[src/sv/four_channel_pwm_generator_unit_assert.svh]
// ---------------------------------------------------------------------------
// Assertion macros for the four channel PWM generator
// Shared property forms; each use sits on a line of its own.
// ---------------------------------------------------------------------------
`ifndef FOUR_CHANNEL_PWM_GENERATOR_UNIT_ASSERT_SVH
`define FOUR_CHANNEL_PWM_GENERATOR_UNIT_ASSERT_SVH

// same-cycle implication, disabled during reset
`define FCPWM_ASSERT_IMPLY(label, clk, rst, ante, cons, msg) \
   label: assert property (@(posedge clk) disable iff (rst) (ante) |-> (cons)) \
      else $error(msg);

// next-cycle implication, disabled during reset
`define FCPWM_ASSERT_NEXT(label, clk, rst, ante, cons, msg) \
   label: assert property (@(posedge clk) disable iff (rst) (ante) |=> (cons)) \
      else $error(msg);

`endif

[src/sv/fcpwm_pkg.sv]
// ---------------------------------------------------------------------------
// fcpwm_pkg
// Widths, register map and lane handshake types of the PWM generator.
// ---------------------------------------------------------------------------
package fcpwm_pkg;

   localparam int CHANNELS   = 4;
   localparam int CH_W       = $clog2(CHANNELS);
   localparam int CNT_W      = 12;
   localparam int FREQ_W     = 8;
   localparam int DUTY_W     = 7;
   localparam int CSR_IDX_W  = 3;
   localparam int CSR_DATA_W = 8;
   localparam int STEP_W     = $clog2(CNT_W);

   localparam logic [STEP_W-1:0]    STEP_LAST      = STEP_W'(CNT_W - 1);
   localparam logic [DUTY_W-1:0]    DUTY_MAX       = 7'd100;
   localparam logic [DUTY_W-1:0]    DUTY_RESET     = 7'd50;
   localparam logic [FREQ_W-1:0]    FREQ_RESET     = 8'd1;
   localparam logic [CSR_IDX_W-1:0] CSR_DUTY_BASE  = 3'd4;

   typedef struct packed {
      logic start;
      logic reload;
   } lane_req_type;

   typedef struct packed {
      logic done;
      logic level;
   } lane_rsp_type;

endpackage

[src/sv/fcpwm_div.sv]
// ---------------------------------------------------------------------------
// fcpwm_div
// Restoring divider, one quotient bit per cycle, CNT_W quotient bits per divide.
// ---------------------------------------------------------------------------
module fcpwm_div import fcpwm_pkg::*; (
   input  logic              clock,
   input  logic              reset,
   input  logic              start,
   input  logic [CNT_W-1:0]  dividend,
   input  logic [FREQ_W-1:0] divisor,
   output logic              done,
   output logic [CNT_W-1:0]  quotient
);

   logic              run_ff;
   logic              done_ff;
   logic [STEP_W-1:0] step_ff;
   logic [CNT_W-1:0]  quo_ff;
   logic [FREQ_W-1:0] rem_ff;
   logic [FREQ_W-1:0] div_ff;

   logic [FREQ_W:0]   trial;
   logic [FREQ_W:0]   diff;
   logic              ge;
   logic [FREQ_W-1:0] rem_in;

   // shift the next dividend bit into the partial remainder
   assign trial  = {rem_ff, quo_ff[CNT_W-1]};
   assign diff   = trial - {1'b0, div_ff};
   assign ge     = trial >= {1'b0, div_ff};
   assign rem_in = ge ? diff[FREQ_W-1:0] : trial[FREQ_W-1:0];

   always_ff @(posedge clock) begin
      if (reset) begin
         run_ff  <= 1'b0;
         done_ff <= 1'b0;
         step_ff <= '0;
      end else begin
         done_ff <= 1'b0;
         if (start) begin
            run_ff  <= 1'b1;
            step_ff <= '0;
            quo_ff  <= dividend;
            rem_ff  <= '0;
            div_ff  <= divisor;
         end else if (run_ff) begin
            rem_ff  <= rem_in;
            quo_ff  <= {quo_ff[CNT_W-2:0], ge};
            step_ff <= step_ff + 1'b1;
            if (step_ff == STEP_LAST) begin
               run_ff  <= 1'b0;
               done_ff <= 1'b1;
            end
         end
      end
   end

   assign done     = done_ff;
   assign quotient = quo_ff;

endmodule

[src/sv/fcpwm_lane.sv]
// ---------------------------------------------------------------------------
// fcpwm_lane
// One channel: period and high count reload through a serial divider, and
// the tick counter with its level compare.
// ---------------------------------------------------------------------------
module fcpwm_lane import fcpwm_pkg::*; #(
   parameter int TICKS_PER_SECOND = 4000
) (
   input  logic              clock,
   input  logic              reset,
   input  lane_req_type      lane_req,
   input  logic [FREQ_W-1:0] freq,
   input  logic [DUTY_W-1:0] duty,
   output lane_rsp_type      lane_rsp
);

`include "four_channel_pwm_generator_unit_assert.svh"

   localparam logic [CNT_W-1:0] PERIOD_DIVIDEND = CNT_W'(TICKS_PER_SECOND);
   localparam logic [CNT_W-1:0] TICK_UNIT       = CNT_W'(TICKS_PER_SECOND / 100);

   typedef enum logic [1:0] {
      L_IDLE,
      L_PERIOD,
      L_HIGH,
      L_TICK
   } lane_state_type;

   lane_state_type   state_ff;
   logic [CNT_W-1:0] cnt_ff;
   logic [CNT_W-1:0] period_ff;
   logic [CNT_W-1:0] high_ff;
   logic             zero_ff;
   logic             done_ff;
   logic             level_ff;

   logic [DUTY_W-1:0] duty_sat;
   logic [CNT_W-1:0]  high_dividend;
   logic [CNT_W-1:0]  cnt_inc;
   logic [CNT_W-1:0]  cnt_tick;
   logic              level_tick;
   logic              div_start;
   logic [CNT_W-1:0]  div_dividend;
   logic              div_done;
   logic [CNT_W-1:0]  div_quotient;

   assign duty_sat      = (duty > DUTY_MAX) ? DUTY_MAX : duty;
   assign high_dividend = TICK_UNIT * {{(CNT_W-DUTY_W){1'b0}}, duty_sat};

   // advance, then clear once at or past the period
   assign cnt_inc    = cnt_ff + 1'b1;
   assign cnt_tick   = (cnt_inc >= period_ff) ? '0 : cnt_inc;
   assign level_tick = cnt_tick < high_ff;

   assign div_start    = (state_ff == L_IDLE && lane_req.start && lane_req.reload)
                      || (state_ff == L_PERIOD && div_done);
   assign div_dividend = (state_ff == L_IDLE) ? PERIOD_DIVIDEND : high_dividend;

   fcpwm_div u_div (
      .clock    (clock),
      .reset    (reset),
      .start    (div_start),
      .dividend (div_dividend),
      .divisor  (freq),
      .done     (div_done),
      .quotient (div_quotient)
   );

   always_ff @(posedge clock) begin
      if (reset) begin
         state_ff  <= L_IDLE;
         cnt_ff    <= '0;
         period_ff <= '0;
         high_ff   <= '0;
         zero_ff   <= 1'b0;
         done_ff   <= 1'b0;
         level_ff  <= 1'b0;
      end else begin
         done_ff <= 1'b0;
         case (state_ff)
            L_IDLE: begin
               if (lane_req.start) begin
                  if (lane_req.reload) begin
                     zero_ff  <= (freq == '0);
                     state_ff <= L_PERIOD;
                  end else begin
                     cnt_ff   <= cnt_tick;
                     level_ff <= level_tick;
                     done_ff  <= 1'b1;
                  end
               end
            end
            L_PERIOD: begin
               if (div_done) begin
                  period_ff <= zero_ff ? '0 : div_quotient;
                  state_ff  <= L_HIGH;
               end
            end
            L_HIGH: begin
               if (div_done) begin
                  high_ff  <= zero_ff ? '0 : div_quotient;
                  state_ff <= L_TICK;
               end
            end
            L_TICK: begin
               cnt_ff   <= cnt_tick;
               level_ff <= level_tick;
               done_ff  <= 1'b1;
               state_ff <= L_IDLE;
            end
            default: begin
               state_ff <= L_IDLE;
            end
         endcase
      end
   end

   assign lane_rsp.done  = done_ff;
   assign lane_rsp.level = level_ff;

   `FCPWM_ASSERT_IMPLY(a_level_needs_high, clock, reset, done_ff && level_ff, high_ff != '0, "lane high with zero high count")
   `FCPWM_ASSERT_IMPLY(a_count_in_period, clock, reset, done_ff, cnt_ff < period_ff || cnt_ff == '0, "lane count past period")

endmodule

[src/sv/fcpwm_merge.sv]
// ---------------------------------------------------------------------------
// fcpwm_merge
// Collects the lane levels into one result beat and holds it for the
// receiver.
// ---------------------------------------------------------------------------
module fcpwm_merge import fcpwm_pkg::*; (
   input  logic                        clock,
   input  logic                        reset,
   input  lane_rsp_type [CHANNELS-1:0] lane_rsp,
   input  logic                        load,
   input  logic                        rsp_stall,
   output logic                        all_done,
   output logic                        slot_free,
   output logic                        rsp_valid,
   output logic [CHANNELS-1:0]         levels
);

`include "four_channel_pwm_generator_unit_assert.svh"

   logic                rsp_valid_ff;
   logic [CHANNELS-1:0] levels_ff;
   logic [CHANNELS-1:0] done_vec;
   logic [CHANNELS-1:0] level_vec;

   always_comb begin
      for (int i = 0; i < CHANNELS; i++) begin
         done_vec[i]  = lane_rsp[i].done;
         level_vec[i] = lane_rsp[i].level;
      end
   end

   assign all_done  = &done_vec;
   assign slot_free = !rsp_valid_ff || !rsp_stall;

   always_ff @(posedge clock) begin
      if (reset) begin
         rsp_valid_ff <= 1'b0;
      end else if (load) begin
         rsp_valid_ff <= 1'b1;
      end else if (!rsp_stall) begin
         rsp_valid_ff <= 1'b0;
      end
   end

   always_ff @(posedge clock) begin
      if (load) begin
         levels_ff <= level_vec;
      end
   end

   assign rsp_valid = rsp_valid_ff;
   assign levels    = levels_ff;

   `FCPWM_ASSERT_IMPLY(a_lanes_in_step, clock, reset, |done_vec, &done_vec, "lanes finished out of step")
   `FCPWM_ASSERT_IMPLY(a_load_into_free, clock, reset, load, slot_free, "result loaded over a waiting beat")

endmodule

[src/sv/four_channel_pwm_generator_unit.sv]
// ---------------------------------------------------------------------------
// four_channel_pwm_generator_unit
// Four tick-driven PWM channels with per-channel frequency and duty.
// ---------------------------------------------------------------------------
// Usage:
//   req channel: one beat is one tick; req_reload first recomputes every
//   channel's period (TICKS_PER_SECOND / freq) and high count
//   (TICKS_PER_SECOND/100 * duty / freq) before the tick is applied.
//   rsp channel: one beat per tick with the four channel levels after it.
//   csr port: indexes 0..3 write freq_ch0..3, 4..7 write duty_ch0..3;
//   a new setting takes effect at the next reload. Frequency zero holds a
//   channel low, duty above 100 counts as 100.
//   Timing: a plain tick is registered in each lane, then the merge
//   registers its rsp beat; a new tick is not taken until that beat is
//   loaded. A reload tick first runs two serial 12-bit divides per lane
//   (all lanes in parallel) and then applies the tick as a plain one.
//   Reset clears counters, periods and high counts (all levels low until the
//   first reload) and sets freq to 1 and duty to 50.
//   A stalled rsp beat holds; one more tick may be accepted and computed
//   meanwhile, then req_stall stays high until the beat is taken.
// ---------------------------------------------------------------------------
module four_channel_pwm_generator_unit import fcpwm_pkg::*; #(
   parameter int TICKS_PER_SECOND = 4000
) (
   input  logic                  clock,
   input  logic                  reset,
   input  logic                  req_valid,
   output logic                  req_stall,
   input  logic                  req_reload,
   output logic                  rsp_valid,
   input  logic                  rsp_stall,
   output logic                  rsp_level_ch0,
   output logic                  rsp_level_ch1,
   output logic                  rsp_level_ch2,
   output logic                  rsp_level_ch3,
   input  logic                  csr_write,
   input  logic [CSR_IDX_W-1:0]  csr_index,
   input  logic [CSR_DATA_W-1:0] csr_wdata
);

`include "four_channel_pwm_generator_unit_assert.svh"

   typedef enum logic [1:0] {
      S_IDLE,
      S_BUSY,
      S_DELIVER
   } top_state_type;

   top_state_type state_ff;
   top_state_type state_in;

   logic [FREQ_W-1:0] freq_ff [CHANNELS];
   logic [DUTY_W-1:0] duty_ff [CHANNELS];

   lane_req_type                lane_req;
   lane_rsp_type [CHANNELS-1:0] lane_rsp;
   logic                        req_accept;
   logic                        all_done;
   logic                        slot_free;
   logic                        load;
   logic [CHANNELS-1:0]         levels;

   // registers: freq block below CSR_DUTY_BASE, duty block at and above; the low
   // index bits pick the channel in either block
   always_ff @(posedge clock) begin
      if (reset) begin
         for (int i = 0; i < CHANNELS; i++) begin
            freq_ff[i] <= FREQ_RESET;
            duty_ff[i] <= DUTY_RESET;
         end
      end else if (csr_write) begin
         if (csr_index < CSR_DUTY_BASE) begin
            freq_ff[csr_index[CH_W-1:0]] <= csr_wdata[FREQ_W-1:0];
         end else begin
            duty_ff[csr_index[CH_W-1:0]] <= csr_wdata[DUTY_W-1:0];
         end
      end
   end

   assign req_stall  = (state_ff != S_IDLE);
   assign req_accept = req_valid && !req_stall;
   assign load       = (state_ff == S_DELIVER) && slot_free;

   assign lane_req.start  = req_accept;
   assign lane_req.reload = req_reload;

   always_comb begin
      state_in = state_ff;
      case (state_ff)
         S_IDLE: begin
            if (req_accept) begin
               state_in = S_BUSY;
            end
         end
         S_BUSY: begin
            if (all_done) begin
               state_in = S_DELIVER;
            end
         end
         S_DELIVER: begin
            if (slot_free) begin
               state_in = S_IDLE;
            end
         end
         default: begin
            state_in = S_IDLE;
         end
      endcase
   end

   always_ff @(posedge clock) begin
      if (reset) begin
         state_ff <= S_IDLE;
      end else begin
         state_ff <= state_in;
      end
   end

   for (genvar g = 0; g < CHANNELS; g++) begin : g_lane
      fcpwm_lane #(
         .TICKS_PER_SECOND (TICKS_PER_SECOND)
      ) u_lane (
         .clock    (clock),
         .reset    (reset),
         .lane_req (lane_req),
         .freq     (freq_ff[g]),
         .duty     (duty_ff[g]),
         .lane_rsp (lane_rsp[g])
      );
   end

   fcpwm_merge u_merge (
      .clock     (clock),
      .reset     (reset),
      .lane_rsp  (lane_rsp),
      .load      (load),
      .rsp_stall (rsp_stall),
      .all_done  (all_done),
      .slot_free (slot_free),
      .rsp_valid (rsp_valid),
      .levels    (levels)
   );

   assign rsp_level_ch0 = levels[0];
   assign rsp_level_ch1 = levels[1];
   assign rsp_level_ch2 = levels[2];
   assign rsp_level_ch3 = levels[3];

   `FCPWM_ASSERT_IMPLY(a_done_while_busy, clock, reset, all_done, state_ff == S_BUSY, "lanes finished outside busy state")
   `FCPWM_ASSERT_NEXT(a_accept_goes_busy, clock, reset, req_accept, state_ff == S_BUSY, "accepted tick did not start lanes")

endmodule
[config.mk]
export PLATFORM = sky130hd
export DESIGN_NAME = four_channel_pwm_generator_unit
export DESIGN_NICKNAME = d
export VERILOG_FILES = /design/src/sv/fcpwm_pkg.sv /design/src/sv/fcpwm_div.sv /design/src/sv/fcpwm_lane.sv /design/src/sv/fcpwm_merge.sv /design/src/sv/four_channel_pwm_generator_unit.sv
export VERILOG_INCLUDE_DIRS = /design/src /design/src/sv
export SDC_FILE = /design/constraint.sdc
export NUM_CORES = 1
export LEC_CHECK = 0
export ABC_AREA = 1
export BUFFER_PORTS_ARGS = -buffer_cell sky130_fd_sc_hd__clkbuf_2
export CORE_ASPECT_RATIO = 0.9
export CORE_MARGIN = 1.5
export CORE_UTILIZATION = 52
export DETAILED_ROUTE_END_ITERATION = 6
export PLACE_DENSITY = 0.68
export SYNTH_ARGS = -nofsm -noshare
export SYNTH_HDL_FRONTEND = slang
export SYNTH_HIERARCHICAL = 1
export SYNTH_SLANG_ARGS = --single-unit
[constraint.sdc]
create_clock -name clock -period 4.4 [get_ports clock]
set_clock_uncertainty 0.15 [all_clocks]
set_input_delay 0.44 -clock clock [delete_from_list [all_inputs] [get_ports clock]]
set_output_delay 0.44 -clock clock [all_outputs]
set_load 0.02 [all_outputs]
==> flow_summary_export.csv <==
group,metric,value,unit
placed_design,port_buffers,22,
synthesis,yosysSeqAreaShare,42.0,%
synthesis,synth_top_flop_cell,"dfxtp_1",
final_layout,drive_above_1_share,11.7,%
cts,clock-sinks,367,
drt,m1WireLength,21900,microns
worst_setup_path,cpMaxStageDelayCell,"dfxtp_1",
floorplan,die-area,43000,sq um
worst_setup_path,critical_path_class,"reg -> reg",
drt,dr_wl_met3,2060,microns
cts,clk_pin_slew,0.06,ns
cts,cts.path.max_buffers,3,
drt,dr.first_iter.drc_count,856,
drt,post_drt_via_cell_ratio,5.19,
synthesis,async_flop_share,0,%
drt,ant_nets,0,
synthesis,synth_top_cell_by_area,"edfxtp_1",
worst_setup_path,cp-end-kind,"register",
drt,top_layer,"met4",
cts,cts_tree,"built",
grt,grt_usage,22.2,%
timing,min_period,3.86,ns
synthesis,syn_inst,2666,
drt,vias,16900,
pwr,peakVddDrop,286,uV
worst_setup_path,cp.required,4.68,ns
final_layout,n_antenna_cell,0,
drt,drcViolationCount,0,
cts,ctsHtreeMaxLevel,2,
synthesis,synth_common_cells,"544 x nand2_1, 413 x inv_1, 234 x a21oi_1",
timing,tns,0,ns
floorplan,design.core.area,40900,sq um
final_layout,area.growth.synth_to_final,9.76,%
synthesis,synth.avg_cell_area,8.14,sq um
drt,routedWlPerCell,14.4,microns
worst_setup_path,timing.rr.start,"g_lane[0].u_lane/cnt_ff[0]",
cts,numCtsBuffers,42,
synthesis,synth_area,21700,sq um
final_layout,final_core_util,58.3,%
placed_design,hpwl,34200,microns
synthesis,yosysTopAreaCellShare,24.3,%
outcome,status,"completed",
synthesis,yosys_warnings,6,
drt,dr.pass1.iters,5,
worst_setup_path,max_stage_delay,0.41,ns
worst_setup_path,cp_common_cell,"nand2_1",
pwr,power.density,451,nW/um^2
worst_setup_path,startpoint_type,"register",
drt,wl_met2,22000,microns
timing,worst_pin_slew,1.12,ns
hold_path,hold-path-cell-count,3,
hold_path,worstHoldPathType,"in -> reg",
timing,hold_viol,0,
floorplan,die_y,197,microns
synthesis,synth_area_leaders,"edfxtp_1 24%, dfxtp_1 18%, ha_1 11%, nand2_1 9.4%, inv_1 7.1%",
timing,rsz0062_at_grt,"false",
placed_design,gp_congestion,0.886,
synthesis,synthDistinctLibCells,44,
synthesis,synth.most_common_cell,"nand2_1",
timing,setup_viol,0,
run,cap_violations,0,
cts,clk_latency,0.58,ns
hold_path,hp-start,"req_valid",
grt,grt_pass1_vias,16300,
grt,antenna_found_initial,0,
floorplan,initial_utilization,53.1,%
timing,slew_headroom,24.5,%
final_layout,nets,2886,
timing,drv_slew,0,
grt,grt_start_max_net_pins,74,
floorplan,num_rows,70,
drt,drt_wl_total,46700,microns
grt,grt-ovfl-total,0,
synthesis,synth-edff-count,176,
worst_setup_path,reg2regPathDepth,29,
floorplan,die_x,218,microns
pwr,p_leak,10.7,nW
worst_setup_path,cp_max_fo,6,
worst_setup_path,critPathLaunch,"g_lane[0].u_lane/cnt_ff[0]",
timing,fmax,259,MHz
worst_setup_path,worst_ep_arrival_time,4.14,ns
grt,grt_pass1_wl,78300,microns
timing,fin_crit_sh,87.8,%
synthesis,ys_seq_elements,367,
cts,cts-root-buf,"clkbuf_16",
floorplan,ioPinCount,23,
cells by family (layout without fill, tap and decap cells):
group	count (synthesis)	count (layout)	share of synthesized area (%)
buf+inv	546	579	9.78
fa+ha+maj	196	196	11.6
other cells	4	12	0.0691
compound gates	440	440	12.0
flops	367	367	42.0
simple gates	1065	1065	22.7
xor+xnor	48	48	1.94
stage by stage:
step	power [mW]	setup slack (ns)	hold slack [ns]	cell area [sq um]	std cells
4_1_cts	10.8	0.559	0.0112	23800	3247
3_3_place_gp	6.86	0.763	0.284	22300	3168
3_5_place_dp	6.96	0.560	0.271	22300	3168
2_1_floorplan	6.33	0.994	0.277	21700	2674
6_report	10.7	0.535	0.0329	23800	3247
5_1_grt	11.4	0.0122	0.0257	23800	3247
final timing paths:
kind / endpoint / slack [ns]
worst max-delay path: g_lane[0].u_lane/level_ff / 0.54
worst min-delay path: state_ff[0] / 0.03
worst max register to register: g_lane[0].u_lane/level_ff / 0.54
worst min register to register: u_merge/levels[3] / 0.28
worst max-delay path, delay by kind of cell, from the launching register on:
family / cells / cell delay (ns)
fa+ha+maj: 3 / 0.80
compound gates: 3 / 0.28
flops: 1 / 0.41
xor+xnor: 1 / 0.23
buf+inv: 6 / 0.37
simple gates: 16 / 1.50
placed cells by master, fill, tap and decap left out, types with 9 or more instances in the layout:
master and instances:
or2_2 24, nor3_1 35, clkbuf_1 10, edfxtp_1 176, nand3b_1 13, nor2_2 44, xor2_1 44, a21oi_1 230
nand2_1 544, clkbuf_2 21, conb_1 12, nand3_2 10, ha_1 188, a211oi_1 88, nand2_2 39, o21ai_0 73
buf_4 20, nor4_1 12, a21oi_2 17, nand3_1 85, inv_1 413, nor2_4 13, bufinv_16 9, clkinv_1 12
dfxtp_1 191, nor2_1 199, clkbuf_16 43, nand4_1 20, inv_2 37
report_power, final:
part	internal, mW	switching (mW)
Combinational	0.933	1.84
Clock	2.39	1.44
Sequential	3.94	0.204
registers in the layout, indices dropped and copies added (netlist names), 8 cells and up:
signal / flops
g_lane.u_lane/cnt_ff: 48
g_lane.u_lane/high_ff: 48
g_lane.u_lane/period_ff: 48
g_lane.u_lane/u_div/quotient: 48
freq_ff: 32
g_lane.u_lane/u_div/div_ff: 32
g_lane.u_lane/u_div/rem_ff: 32
duty_ff: 28
g_lane.u_lane/u_div/step_ff: 16
g_lane.u_lane/state_ff: 8
repair_timing:
item	in CTS	in global routing
setup buffers	0	0
resized for setup	0	0
endpoints found under the hold margin	1	0
hold buffers	1	0
layer usage:
metal,GRT usage (%),vias to the layer above
met2,37.4,286
met4,5.34,0
met3,4.09,62
li1,-,8679
met5,0,-
met1,29.3,7830
layout make-up:
class | instances | area [sq um]
fillers | 3558 | 17100
multi-input cells | 1761 | 10500
flip-flops and latches | 367 | 9110
inverters | 458 | 1720
clock buffers | 56 | 1150
well taps | 540 | 676
clock inverters | 22 | 363
repair buffers | 43 | 285
Note: power is estimated with default switching activity, not from simulation.
